--- config.mk ---
export PLATFORM = sky130hd
export DESIGN_NAME = boxcar_average_to_joint_angle_top
export DESIGN_NICKNAME = d
export VERILOG_FILES = /design/src/design/bxavg_pkg.sv /design/src/design/bxavg_lane.sv /design/src/design/boxcar_average_to_joint_angle_top.sv
export VERILOG_INCLUDE_DIRS = /design/src /design/src/design
export SDC_FILE = /design/constraint.sdc
export NUM_CORES = 2
export LEC_CHECK = 0
export BUFFER_PORTS_ARGS = -buffer_cell sky130_fd_sc_hd__clkbuf_2
export CAP_MARGIN = 0
export CORE_ASPECT_RATIO = 1.5
export CORE_UTILIZATION = 35
export CTS_CLUSTER_SIZE = 30
export DETAILED_ROUTE_END_ITERATION = 8
export SYNTH_ARGS = -nofsm -noshare
export SYNTH_HDL_FRONTEND = slang
export SYNTH_HIERARCHICAL = 1
export SYNTH_SLANG_ARGS = --single-unit
--- constraint.sdc ---
create_clock -name clk_i -period 10.6 [get_ports clk_i]
set_clock_uncertainty 0.15 [all_clocks]
set_input_delay 2.12 -clock clk_i [delete_from_list [all_inputs] [get_ports clk_i]]
set_output_delay 2.12 -clock clk_i [all_outputs]
set_load 0.1 [all_outputs]
--- src/design/assert_macros.svh ---
// ----------------------------------------------------------------------------
// Assertion macros
// Shared concurrent assertion forms, clocked on clk_i and held off in reset.
// ----------------------------------------------------------------------------
`ifndef ASSERT_MACROS_SVH
`define ASSERT_MACROS_SVH

// Check a property at every rising edge outside reset.
`define BXAVG_ASSERT(lbl, prop, msg) \
  lbl: assert property (@(posedge clk_i) disable iff (!rst_ni) (prop)) else $error(msg);

// Check that a condition is followed by a consequence in the next cycle.
`define BXAVG_ASSERT_NEXT(lbl, ante, cons, msg) \
  lbl: assert property (@(posedge clk_i) disable iff (!rst_ni) (ante) |=> (cons)) \
    else $error(msg);

`endif

--- src/design/bxavg_pkg.sv ---
// ----------------------------------------------------------------------------
// bxavg_pkg
// Sizes, scaling constants and shared types of the boxcar joint angle filter.
// ----------------------------------------------------------------------------
`timescale 1ns / 1ps

package bxavg_pkg;

  // Block dimensions
  localparam int unsigned WINDOW_LEN  = 50;
  localparam int unsigned SAMPLE_BITS = 11;
  localparam int unsigned JOINTS      = 3;
  localparam int unsigned OUT_BITS    = 16;
  localparam int unsigned CFG_COUNT   = 6;
  localparam int unsigned APB_DATA_W  = 32;
  localparam int unsigned ADDR_W      = $clog2(4 * CFG_COUNT);
  localparam int unsigned CFG_IDX_W   = ADDR_W - 2;

  // Window bookkeeping
  localparam int unsigned SLOT_W = (WINDOW_LEN > 1) ? $clog2(WINDOW_LEN) : 1;
  localparam int unsigned FILL_W = $clog2(WINDOW_LEN + 1);
  localparam int unsigned ROW_W  = JOINTS * SAMPLE_BITS;

  // Running sum holds WINDOW_LEN signed samples
  localparam int unsigned SUM_W = SAMPLE_BITS + $clog2(WINDOW_LEN);
  localparam int unsigned MAG_W = SUM_W;

  // Scaling: angle = round(sum * round(pi * 2^28) / (660 * WINDOW_LEN * 2^15)).
  // 11 divides both 660 and round(pi * 2^28), so it is taken out of both.
  // The quotient is a multiply by a rounded-up reciprocal and a right shift;
  // FRAC_T is large enough that the error never crosses a rounding boundary
  // for any sum magnitude up to WINDOW_LEN * 2^(SAMPLE_BITS-1).
  localparam longint unsigned PI_Q28_DIV11 = 64'd76664987;
  localparam longint unsigned DEN_RED      = 64'd60 * WINDOW_LEN;
  localparam int unsigned FRAC_T = $clog2(120 * WINDOW_LEN * WINDOW_LEN) + SAMPLE_BITS - 1;
  localparam int unsigned SHIFT  = FRAC_T + 15;
  localparam logic [127:0] RECIP =
      ((128'(PI_Q28_DIV11) << FRAC_T) + 128'(DEN_RED) - 128'd1) / 128'(DEN_RED);
  localparam int unsigned RECIP_W = $clog2(RECIP + 128'd1);
  localparam int unsigned LO_W    = (RECIP_W + 1) / 2;
  localparam int unsigned HI_W    = RECIP_W - LO_W;
  localparam logic [LO_W-1:0] RECIP_LO = LO_W'(RECIP);
  localparam logic [HI_W-1:0] RECIP_HI = HI_W'(RECIP >> LO_W);
  localparam int unsigned PROD_W = MAG_W + RECIP_W + 1;
  localparam logic [PROD_W-1:0] ROUND_HALF = PROD_W'(1) << (SHIFT - 1);
  localparam int unsigned Q_W =
      (PROD_W - SHIFT > OUT_BITS + 1) ? (PROD_W - SHIFT) : (OUT_BITS + 1);
  localparam logic [Q_W-1:0] POS_LIM = Q_W'(2 ** (OUT_BITS - 1) - 1);
  localparam logic [Q_W-1:0] NEG_LIM = Q_W'(2 ** (OUT_BITS - 1));

  // Shared types
  typedef logic signed [SAMPLE_BITS-1:0] sample_t;
  typedef logic signed [OUT_BITS-1:0]    angle_t;

  localparam angle_t ANGLE_MAX    = {1'b0, {(OUT_BITS - 1){1'b1}}};
  localparam angle_t ANGLE_MIN    = {1'b1, {(OUT_BITS - 1){1'b0}}};
  localparam angle_t LIM_RESET_HI = angle_t'(25736);
  localparam angle_t LIM_RESET_LO = angle_t'(-25736);

  // Stage advance strobes from the pipeline control to each lane
  typedef struct packed {
    logic en_sum;
    logic en_prod;
    logic en_out;
  } bxavg_ctrl_t;

endpackage

--- src/design/bxavg_lane.sv ---
// ----------------------------------------------------------------------------
// bxavg_lane
// One joint: running boxcar sum, scaling to Q3.13 radians, saturate and clip.
// ----------------------------------------------------------------------------
`timescale 1ns / 1ps
`include "assert_macros.svh"

module bxavg_lane import bxavg_pkg::*; (
  input  logic        clk_i,
  input  logic        rst_ni,
  input  bxavg_ctrl_t ctrl_i,
  input  logic        first_i,
  input  logic        filling_i,
  input  sample_t     x_i,
  input  sample_t     prime_i,
  input  sample_t     rd_i,
  input  angle_t      lo_i,
  input  angle_t      hi_i,
  output angle_t      angle_o,
  output logic        clip_o
);

  typedef logic signed [SUM_W:0] wsum_t;

  sample_t                  oldest;
  wsum_t                    base_sum;
  wsum_t                    next_sum;
  logic signed [SUM_W-1:0]  sum_q;
  logic                     neg;
  logic [MAG_W-1:0]         mag;
  logic                     neg_q;
  logic [MAG_W+LO_W-1:0]    pp_lo_q;
  logic [MAG_W+HI_W-1:0]    pp_hi_q;
  logic [PROD_W-1:0]        full;
  logic [Q_W-1:0]           quo;
  logic                     sat;
  angle_t                   sat_angle;
  angle_t                   res_d;
  logic                     clip_d;
  angle_t                   angle_q;
  logic                     clip_q;

  // Pick the sample leaving the window and update the running sum
  always_comb begin
    priority if (first_i) begin
      oldest = x_i;
    end else if (filling_i) begin
      oldest = prime_i;
    end else begin
      oldest = rd_i;
    end
    base_sum = first_i ? wsum_t'(x_i) * wsum_t'(WINDOW_LEN) : wsum_t'(sum_q);
    next_sum = base_sum + wsum_t'(x_i) - wsum_t'(oldest);
  end

  always_ff @(posedge clk_i or negedge rst_ni) begin
    if (!rst_ni) begin
      sum_q <= '0;
    end else if (ctrl_i.en_sum) begin
      sum_q <= next_sum[SUM_W-1:0];
    end
  end

  // Split the magnitude by the reciprocal into two partial products
  always_comb begin
    neg = sum_q[SUM_W-1];
    mag = neg ? MAG_W'(-sum_q) : MAG_W'(sum_q);
  end

  always_ff @(posedge clk_i) begin
    if (ctrl_i.en_prod) begin
      neg_q   <= neg;
      pp_lo_q <= (MAG_W + LO_W)'(mag) * (MAG_W + LO_W)'(RECIP_LO);
      pp_hi_q <= (MAG_W + HI_W)'(mag) * (MAG_W + HI_W)'(RECIP_HI);
    end
  end

  // Join the partial products, round half away from zero, saturate, clip
  always_comb begin
    full = (PROD_W'(pp_hi_q) << LO_W) + PROD_W'(pp_lo_q) + ROUND_HALF;
    quo  = Q_W'(full >> SHIFT);
    sat  = neg_q ? (quo > NEG_LIM) : (quo > POS_LIM);
    if (sat) begin
      sat_angle = neg_q ? ANGLE_MIN : ANGLE_MAX;
    end else begin
      sat_angle = neg_q ? -angle_t'(quo[OUT_BITS-1:0]) : angle_t'(quo[OUT_BITS-1:0]);
    end
    priority if (sat_angle < lo_i) begin
      res_d  = lo_i;
      clip_d = 1'b1;
    end else if (sat_angle > hi_i) begin
      res_d  = hi_i;
      clip_d = 1'b1;
    end else begin
      res_d  = sat_angle;
      clip_d = sat;
    end
  end

  always_ff @(posedge clk_i) begin
    if (ctrl_i.en_out) begin
      angle_q <= res_d;
      clip_q  <= clip_d;
    end
  end

  assign angle_o = angle_q;
  assign clip_o  = clip_q;

  // The running sum never leaves the range of a full window of samples
  `BXAVG_ASSERT(a_sum_range, (MAG_W + 1)'(mag) <= (MAG_W + 1)'(WINDOW_LEN << (SAMPLE_BITS - 1)), "running sum out of range")

endmodule

--- src/design/boxcar_average_to_joint_angle_top.sv ---
// ----------------------------------------------------------------------------
// boxcar_average_to_joint_angle_top
// Three stick channels through 50-tap boxcar averages to clipped joint angles.
// ----------------------------------------------------------------------------
// Takes one frame of three samples per cycle while in_ready_o is high and
// returns one result beat per frame, through four register stages: input
// register with the window memory read, running sum update, reciprocal
// partial products, then rounding, saturation and clipping into the output
// register. The window lives in one 50-row memory (one row per slot holding
// all three joints), read and written at the same slot on each accepted
// frame. No clearing pass follows reset: until a window has filled, the
// sample leaving it is the first frame's sample, so a row's read value is
// used only after the row has been written.
// The six clip limits sit on an APB port at byte addresses 0x00 to 0x14.
`timescale 1ns / 1ps
`include "assert_macros.svh"

module boxcar_average_to_joint_angle_top import bxavg_pkg::*; (
  input  logic                  clk_i,
  input  logic                  rst_ni,
  // APB configuration port
  input  logic                  psel,
  input  logic                  penable,
  input  logic                  pwrite,
  input  logic [ADDR_W-1:0]     paddr,
  input  logic [APB_DATA_W-1:0] pwdata,
  output logic [APB_DATA_W-1:0] prdata,
  output logic                  pready,
  // Sample frames
  input  logic                  in_valid_i,
  output logic                  in_ready_o,
  input  sample_t               stick_a_i,
  input  sample_t               stick_b_i,
  input  sample_t               stick_c_i,
  // Joint angles
  output logic                  out_valid_o,
  input  logic                  out_ready_i,
  output angle_t                angle_a_o,
  output angle_t                angle_b_o,
  output angle_t                angle_c_o,
  output logic [JOINTS-1:0]     clipped_mask_o
);

  logic [CFG_IDX_W-1:0] cfg_idx;
  logic                 cfg_wr;
  angle_t               lim_q [CFG_COUNT];

  sample_t              stick [JOINTS];
  logic [ROW_W-1:0]     wr_row;
  logic [ROW_W-1:0]     rd_q;
  logic [ROW_W-1:0]     win_mem [WINDOW_LEN];

  logic [SLOT_W-1:0]    slot_q;
  logic [FILL_W-1:0]    fill_q;
  logic                 primed_q;
  logic                 filling;
  sample_t              prime_q [JOINTS];
  sample_t              x_s1_q [JOINTS];
  logic                 first_s1_q;
  logic                 fill_s1_q;

  logic                 v1_q, v2_q, v3_q, vo_q;
  logic                 t_out, t3, t2, t1;
  logic                 acc, m1, m2, m3;
  bxavg_ctrl_t          ctrl;
  angle_t               angle [JOINTS];
  logic [JOINTS-1:0]    clip;

  // Configuration registers
  assign cfg_idx = paddr[ADDR_W-1:2];
  assign cfg_wr  = psel & penable & pwrite;
  assign pready  = 1'b1;

  always_ff @(posedge clk_i or negedge rst_ni) begin
    if (!rst_ni) begin
      for (int i = 0; i < CFG_COUNT; i++) begin
        lim_q[i] <= i[0] ? LIM_RESET_HI : LIM_RESET_LO;
      end
    end else if (cfg_wr && (cfg_idx < CFG_IDX_W'(CFG_COUNT))) begin
      lim_q[cfg_idx] <= pwdata[OUT_BITS-1:0];
    end
  end

  always_comb begin
    prdata = '0;
    if (cfg_idx < CFG_IDX_W'(CFG_COUNT)) begin
      prdata = APB_DATA_W'(lim_q[cfg_idx]);
    end
  end

  // Gather the frame into one memory row
  assign stick[0] = stick_a_i;
  assign stick[1] = stick_b_i;
  assign stick[2] = stick_c_i;

  always_comb begin
    for (int j = 0; j < JOINTS; j++) begin
      wr_row[j*SAMPLE_BITS +: SAMPLE_BITS] = stick[j];
    end
  end

  // Pipeline handshake: a stage loads when empty or when it drains this cycle
  assign t_out      = !vo_q || out_ready_i;
  assign t3         = !v3_q || t_out;
  assign t2         = !v2_q || t3;
  assign t1         = !v1_q || t2;
  assign in_ready_o = t1;
  assign acc        = in_valid_i && t1;
  assign m1         = v1_q && t2;
  assign m2         = v2_q && t3;
  assign m3         = v3_q && t_out;

  assign ctrl.en_sum  = m1;
  assign ctrl.en_prod = m2;
  assign ctrl.en_out  = m3;

  assign filling = fill_q < FILL_W'(WINDOW_LEN);

  // Hold valid flags, window position and the priming sample
  always_ff @(posedge clk_i or negedge rst_ni) begin
    if (!rst_ni) begin
      v1_q     <= 1'b0;
      v2_q     <= 1'b0;
      v3_q     <= 1'b0;
      vo_q     <= 1'b0;
      slot_q   <= '0;
      fill_q   <= '0;
      primed_q <= 1'b0;
      for (int j = 0; j < JOINTS; j++) begin
        prime_q[j] <= '0;
      end
    end else begin
      v1_q <= acc || (v1_q && !t2);
      v2_q <= m1 || (v2_q && !t3);
      v3_q <= m2 || (v3_q && !t_out);
      vo_q <= m3 || (vo_q && !out_ready_i);
      if (acc) begin
        slot_q <= (slot_q == SLOT_W'(WINDOW_LEN - 1)) ? '0 : slot_q + 1'b1;
        if (filling) begin
          fill_q <= fill_q + 1'b1;
        end
        if (!primed_q) begin
          primed_q <= 1'b1;
          prime_q  <= stick;
        end
      end
    end
  end

  // Window memory: read the leaving row and write the new one at the same slot
  always_ff @(posedge clk_i) begin
    if (acc) begin
      win_mem[slot_q] <= wr_row;
      rd_q            <= win_mem[slot_q];
    end
  end

  // Input register
  always_ff @(posedge clk_i) begin
    if (acc) begin
      x_s1_q     <= stick;
      first_s1_q <= !primed_q;
      fill_s1_q  <= filling;
    end
  end

  // One datapath lane per joint
  for (genvar j = 0; j < JOINTS; j++) begin : g_lane
    bxavg_lane u_lane (
      .clk_i     (clk_i),
      .rst_ni    (rst_ni),
      .ctrl_i    (ctrl),
      .first_i   (first_s1_q),
      .filling_i (fill_s1_q),
      .x_i       (x_s1_q[j]),
      .prime_i   (prime_q[j]),
      .rd_i      (rd_q[j*SAMPLE_BITS +: SAMPLE_BITS]),
      .lo_i      (lim_q[2*j]),
      .hi_i      (lim_q[2*j+1]),
      .angle_o   (angle[j]),
      .clip_o    (clip[j])
    );
  end

  assign out_valid_o    = vo_q;
  assign angle_a_o      = angle[0];
  assign angle_b_o      = angle[1];
  assign angle_c_o      = angle[2];
  assign clipped_mask_o = clip;

  `BXAVG_ASSERT(a_fill_bound, fill_q <= FILL_W'(WINDOW_LEN), "fill count beyond window length")
  `BXAVG_ASSERT(a_slot_bound, {1'b0, slot_q} < (SLOT_W + 1)'(WINDOW_LEN), "write slot beyond window")
  `BXAVG_ASSERT(a_prime_first, (fill_q == '0) || primed_q, "window filling before priming")
  `BXAVG_ASSERT_NEXT(a_result_kept, v3_q && !vo_q, vo_q, "finished frame lost before output")

endmodule
# [After elaboration in Yosys (flattened, before gate mapping)]
# Memory sizes are Yosys's and may differ from the RTL's. A register that Yosys moved wholly into a read port is not among the register bits.
# Cells that the tools add are included.
[totals] ram_bits=1650 n_memories=1 reg_bits=508 elab_cells=162
[op_classes] reduce_logical=32 n_eq_ne=1 bitwise_logic=4 magnitude_cmp=16 add_sub_neg=20 mux=40 mul=9
[mem_list] name="win_mem" words=50 word_bits=33 read_ports=1 rd_clocked_by_memory_dff=1 write_ports=1 line_no="boxcar_average_to_joint_angle_top.sv:51" source="logic [ROW_W-1:0] win_mem [WINDOW_LEN];"
[op_table] cell="16-bit 2-to-1 mux" n=18
[op_table] cell="61-bit by 38-bit adder with 62-bit output" n=3
[op_table] cell="62-bit by 44-bit adder with 62-bit output (second input constant)" n=3
[op_table] cell="17-bit by 22-bit multiplier with 39-bit output (second input constant)" n=3
[op_table] cell="17-bit by 18-bit multiplier with 35-bit output (second input constant)" n=3
[op_table] cell="17-bit 2-to-1 mux" n=6
[op_table] cell="96-bit bitwise mux" n=1
[op_table] cell="11-bit 2-to-1 mux" n=6
[op_table] cell="18-bit by 15-bit greater-than comparator with 1-bit output (second input constant)" n=3
[op_table] cell="18-bit by 16-bit greater-than comparator with 1-bit output (second input constant)" n=3
[op_table] cell="17-bit by 11-bit adder with 17-bit output" n=3
[op_table] cell="17-bit negation" n=3
[op_table] cell="17-bit by 11-bit subtractor with 17-bit output" n=3
[op_table] cell="16-bit binary-select mux with 3-bit select" n=1
[op_table] cell="16-bit demux with 3-bit select" n=1
[op_table] cell="16-bit greater-than comparator" n=3
[op_table] cell="16-bit < comparator" n=3
[op_table] cell="11-bit by 6-bit multiplier with 16-bit output (second input constant)" n=3
[op_table] cell="16-bit negation" n=3
[op_table] cell="32-bit 2-to-1 mux" n=1
[op_table] cell="6-bit by 1-bit adder with 6-bit output (second input constant)" n=2
[op_table] cell="1-bit logical AND" n=10
[op_table] cell="1-bit logical NOT" n=9
[op_table] cell="1-bit logical OR" n=8
[op_table] cell="other kinds (12)" n=20

# [Logic depth before layout (Yosys ltp)]
[depth] depth_word=8 mapped_depth=32 mapped_depth_nobuf=32

# [Hierarchy]
# Netlist, hierarchy kept.
[modules_own_cells] module="boxcar_average_to_joint_angle_top" seq_area_each_um2=55295.5 area_per_inst_um2=71584.9 cells_each=3885 instances=1
[modules_own_cells] module="bxavg_lane at g_lane[1].u_lane" seq_area_each_um2=2617.5 area_per_inst_um2=19205.9 cells_each=2016 instances=1
[modules_own_cells] module="bxavg_lane at g_lane[2].u_lane" seq_area_each_um2=2617.5 area_per_inst_um2=19050.8 cells_each=1989 instances=1
[modules_own_cells] module="bxavg_lane at g_lane[0].u_lane" seq_area_each_um2=2617.5 area_per_inst_um2=18898.1 cells_each=1967 instances=1

# [Worst setup path before layout]
# Ideal clock, no wire load.
[synth_timing] kind="flip-flop to flip-flop" from="register g_lane[0].u_lane.sum_q[0]" to="register g_lane[0].u_lane.pp_hi_q[38], data pin" required_time_ns=10.293 setup_time_ns=0.157 n_path_buf=0 path_stages_with_launch=29 path_slack_ns=2.070 arrival_ns=8.223 cell_sequence="dfrtp_1 -> inv_1 -> nand2_1 -> or4_1 -> or4_1 -> o21ai_0 -> nand2_1 -> xor2_1 -> inv_1 -> fa_1 -> fa_1 -> fa_1 -> inv_1 -> fa_1 -> inv_1 -> fa_1 -> inv_1 -> fa_1 -> ha_1 -> nand3_1 -> nor2_1 -> o311a_1 -> or2_1 -> a311oi_2 -> o31ai_1 -> a31oi_1 -> o21ai_1 -> and4_1 -> nor3_1"
[synth_via] elab_chain_len=3
[synth_rtl] item="start: declaration" line_no="bxavg_lane.sv:28" source="logic signed [SUM_W-1:0] sum_q;"
[synth_rtl] item="start signal: assignment" line_no="bxavg_lane.sv:60" source="sum_q <= next_sum[SUM_W-1:0];"
[synth_rtl] item="17-bit negation" line_no="bxavg_lane.sv:67" source="mag = neg ? MAG_W'(-sum_q) : MAG_W'(sum_q);"
[synth_rtl] item="17-bit 2-to-1 mux *" line_no="bxavg_lane.sv:67"
[synth_rtl] item="17-bit by 22-bit multiplier with 39-bit output *" line_no="bxavg_lane.sv:74" source="pp_hi_q <= (MAG_W + HI_W)'(mag) * (MAG_W + HI_W)'(RECIP_HI);"
[synth_rtl] item="end signal: assignment" line_no="bxavg_lane.sv:74"
[synth_rtl] item="end: declaration" line_no="bxavg_lane.sv:33" source="logic [MAG_W+HI_W-1:0] pp_hi_q;"
# Every way passes the cells marked *; elsewhere a longest branch is shown, timed or not.
# A chain may end at the register's enable or synchronous reset.

# [Worst setup path after layout]
[layout_timing] from="register g_lane[0].u_lane.sum_q[1]" to="register g_lane[0].u_lane.pp_hi_q[38], data pin"
# The elaborated chain is that of the path after synthesis.

==> impl_metrics.tcl <==
set metrics [dict create \
    rsz0062_at_grt "no" \
    yosys.area.top_type "edfxtp_1" \
    final.setup.tns_ns 0 \
    cp-end-kind "flop" \
    ys_ff_latch 2134 \
    cts_made_buffers 215 \
    synth-edff-count 1937 \
    clkLatencyLatePin_ns 0.91 \
    fin_area_um2 143000 \
    cts-htree-levels 4 \
    period_needed_ns 9.68 \
    cap_viol_max_count 0 \
    port_buffers 143 \
    yosys_warnings 6 \
    cp.required_ns 11.12 \
    fp.dieW_um 497 \
    postCtsSetupRepairBufs 0 \
    hold_viol_final 0 \
    path_max_fanout 6 \
    status "finished clean" \
    final_nets 11984 \
    layout-drive-gt1-share_pct 12.5 \
    grt_max_degree 129 \
    grt.overflow.total 0 \
    ys_seq_area_share_pct 49.1 \
    via_per_inst 5.40 \
    syn_nets 11767 \
    initial_utilization_pct 35.2 \
    max-clock-path-buffers 4 \
    rows 272 \
    cts_tree "built" \
    drc_errors 0 \
    clockRootBuffer "clkbuf_16" \
    ctsHoldBuffers 0 \
    avgSynthCellArea_um2 13.1 \
    synthTopCellsByArea "edfxtp_1 45%, ha_1 11%, fa_1 10%" \
    setup_viol 0 \
    grt_pass1_wl_um 558000 \
    ys_types 130 \
    grt_usage_pct 20.2 \
    cp.arrival_ns 10.20 \
    synth_flop_cell "edfxtp_1" \
    syn_area_um2 129000 \
    whs_ns 0.335 \
    placeableCoreArea_um2 366000 \
    cpMaxStageDelayCell "xor2_1" \
    path_class "reg -> reg" \
    synthArstFlopShare_pct 9.23 \
    max_freq_mhz 103 \
    clk_pin_slew_ns 0.06 \
    first_pass_iters 6 \
    synthTopCellsByCount "1937 x edfxtp_1, 1399 x inv_1, 1176 x ha_1" \
    maxSlewViolCount 0 \
    dieArea_um2 370000 \
    wl_um 381000 \
    tightest_slew_ns 1.24 \
    antenna_found_initial 10 \
    cpMostUsedCell "fa_1" \
    dpl.hpwl_um 264000 \
    fin_crit_sh_pct 91.3 \
    max_slew_margin_pct 16.5 \
    clkSinkCount 2134 \
    globalplace.congestion 0.907 \
    worstSetupStartpointType "flop" \
    synthCells 9857 \
    cts_resized 0 \
    avgRoutedWirePerCell_um 25.4 \
    placed_cell_area_um2 136000 \
    synth.top_cell.area_share_pct 45.2 \
    first_iter_violations 6729 \
    area_growth_pct 10.7 \
    min_path_type "reg -> reg" \
    boundaryPins 163 \
    synth.most_common_cell "edfxtp_1" \
    max_stage_delay_ns 0.80 \
    route.vias.total 81216 \
    die_h_um 745 \
    drtAntennaViolNets 0 \
    grt_pass1_vias 84442 \
]
-- final timing paths --
kind / startpoint / endpoint / slack [ns] / cells after the start
max: g_lane[0].u_lane/sum_q[1]$_DFFE_PN0P_ / g_lane[0].u_lane/pp_hi_q[38]$_DFFE_PP_ / 0.92 / 29
min: fill_q[5]$_DFFE_PN0P_ / fill_q[5]$_DFFE_PN0P_ / 0.33 / 1
max reg2reg: g_lane[0].u_lane/sum_q[1]$_DFFE_PN0P_ / g_lane[0].u_lane/pp_hi_q[38]$_DFFE_PP_ / 0.92 / 29
min reg2reg: fill_q[5]$_DFFE_PN0P_ / fill_q[5]$_DFFE_PN0P_ / 0.33 / 1
max in group asynchronous: rst_ni / g_lane[2].u_lane/sum_q[1]$_DFFE_PN0P_ / 7.72 / 2
min in group asynchronous: rst_ni / lim_q[73]$_DFFE_PN0P_ / 1.13 / 1
-- stage by stage --
step                utilization [%]  instances  setup WS, ns
finish                         39.0      15038         0.921
global route                   39.0      15036         0.433
CTS                            39.0      15035         0.856
detailed placement             37.1      14652         0.882
global placement               37.1      14652         0.960
floorplan                         -       9857          2.07
-- cell type report --
| cell class | count | area (um2) |
|---|---|---|
| fill | 34252 | 223000 |
| sequential | 2134 | 63200 |
| multi-input combinational | 5980 | 59100 |
| tap | 4795 | 6000 |
| clock buffer | 267 | 5690 |
| inverter | 1400 | 5260 |
| timing repair buffer | 343 | 2310 |
| clock inverter | 116 | 988 |
| antenna | 3 | 7.51 |
-- critical path: cells and delay by family, from the launching register on --
kind / cells / cell delay [ns]
AO/OA/AOI/OAI: 10 / 2.25
flip-flops: 1 / 0.41
AND/OR/NAND/NOR: 6 / 1.55
adder cells (fa/ha/maj): 7 / 3.58
XOR/XNOR: 1 / 0.80
buffers and inverters: 5 / 0.74
-- flip-flops by register name, indices dropped and copies added, names as in the netlist --
name                   cells
first_s1_q                 1
g_lane.u_lane/clip_o       3
v2_q                       1
x_s1_q                    33
fill_s1_q                  1
v3_q                       1
rd_q                      33
out_valid_o                1
primed_q                   1
slot_q                     6
lim_q                     96
g_lane.u_lane/pp_hi_q    117
g_lane.u_lane/pp_lo_q     48
v1_q                       1
prime_q                   33
win_mem                 1650
g_lane.u_lane/angle_o     48
g_lane.u_lane/neg_q        3
g_lane.u_lane/sum_q       51
fill_q                     6
-- kinds of logic after synthesis --
| logic type | Yosys count | synth area share, % |
|---|---|---|
| muxes | 791 | 7.48 |
| adders and majority gates | 1833 | 21.6 |
| DFF | 2134 | 49.1 |
| AOI/OAI and AO/OA | 1705 | 9.10 |
| xor gates and xnor gates | 318 | 2.17 |
| buffers and inverters | 1743 | 5.45 |
| other | 1 | 0.00291 |
| and+or+nand+nor | 1332 | 5.10 |
-- layer usage --
| metal | up-vias | part of all wire [%] | GRT usage, % |
|---|---|---|---|
| met3 | 832 | 5.7 | 2.47 |
| met5 | - | 0.014 | 0 |
| li1 | 36235 | - | - |
| met2 | 2914 | 52 | 37.4 |
| met1 | 41227 | 37 | 23.2 |
| met4 | 8 | 5.1 | 9.28 |
-- layout by cell type, fill, tap and decap left out, drive strengths merged, types with 41 or more instances in the layout --
cell type  count
mux2         316
edfxtp      1937
o21ai        297
a22oi        163
a31oi         53
and2          47
a21o         104
nand2b        42
inv         1410
nand3        137
clkinv        86
xor2          56
a211oi        62
nor2         372
fa           657
o22ai         99
a221oi       121
or3           41
ha          1176
nor3          80
dfstp         42
nand4         48
mux4         104
mux2i        371
a21oi        389
dfrtp        155
buf          201
xnor2        262
nor2b         57
clkbuf       409
nand2        339
Power is not shown: default switching activity piles up to over one toggle a cycle in this logic, so the estimate is an artifact.
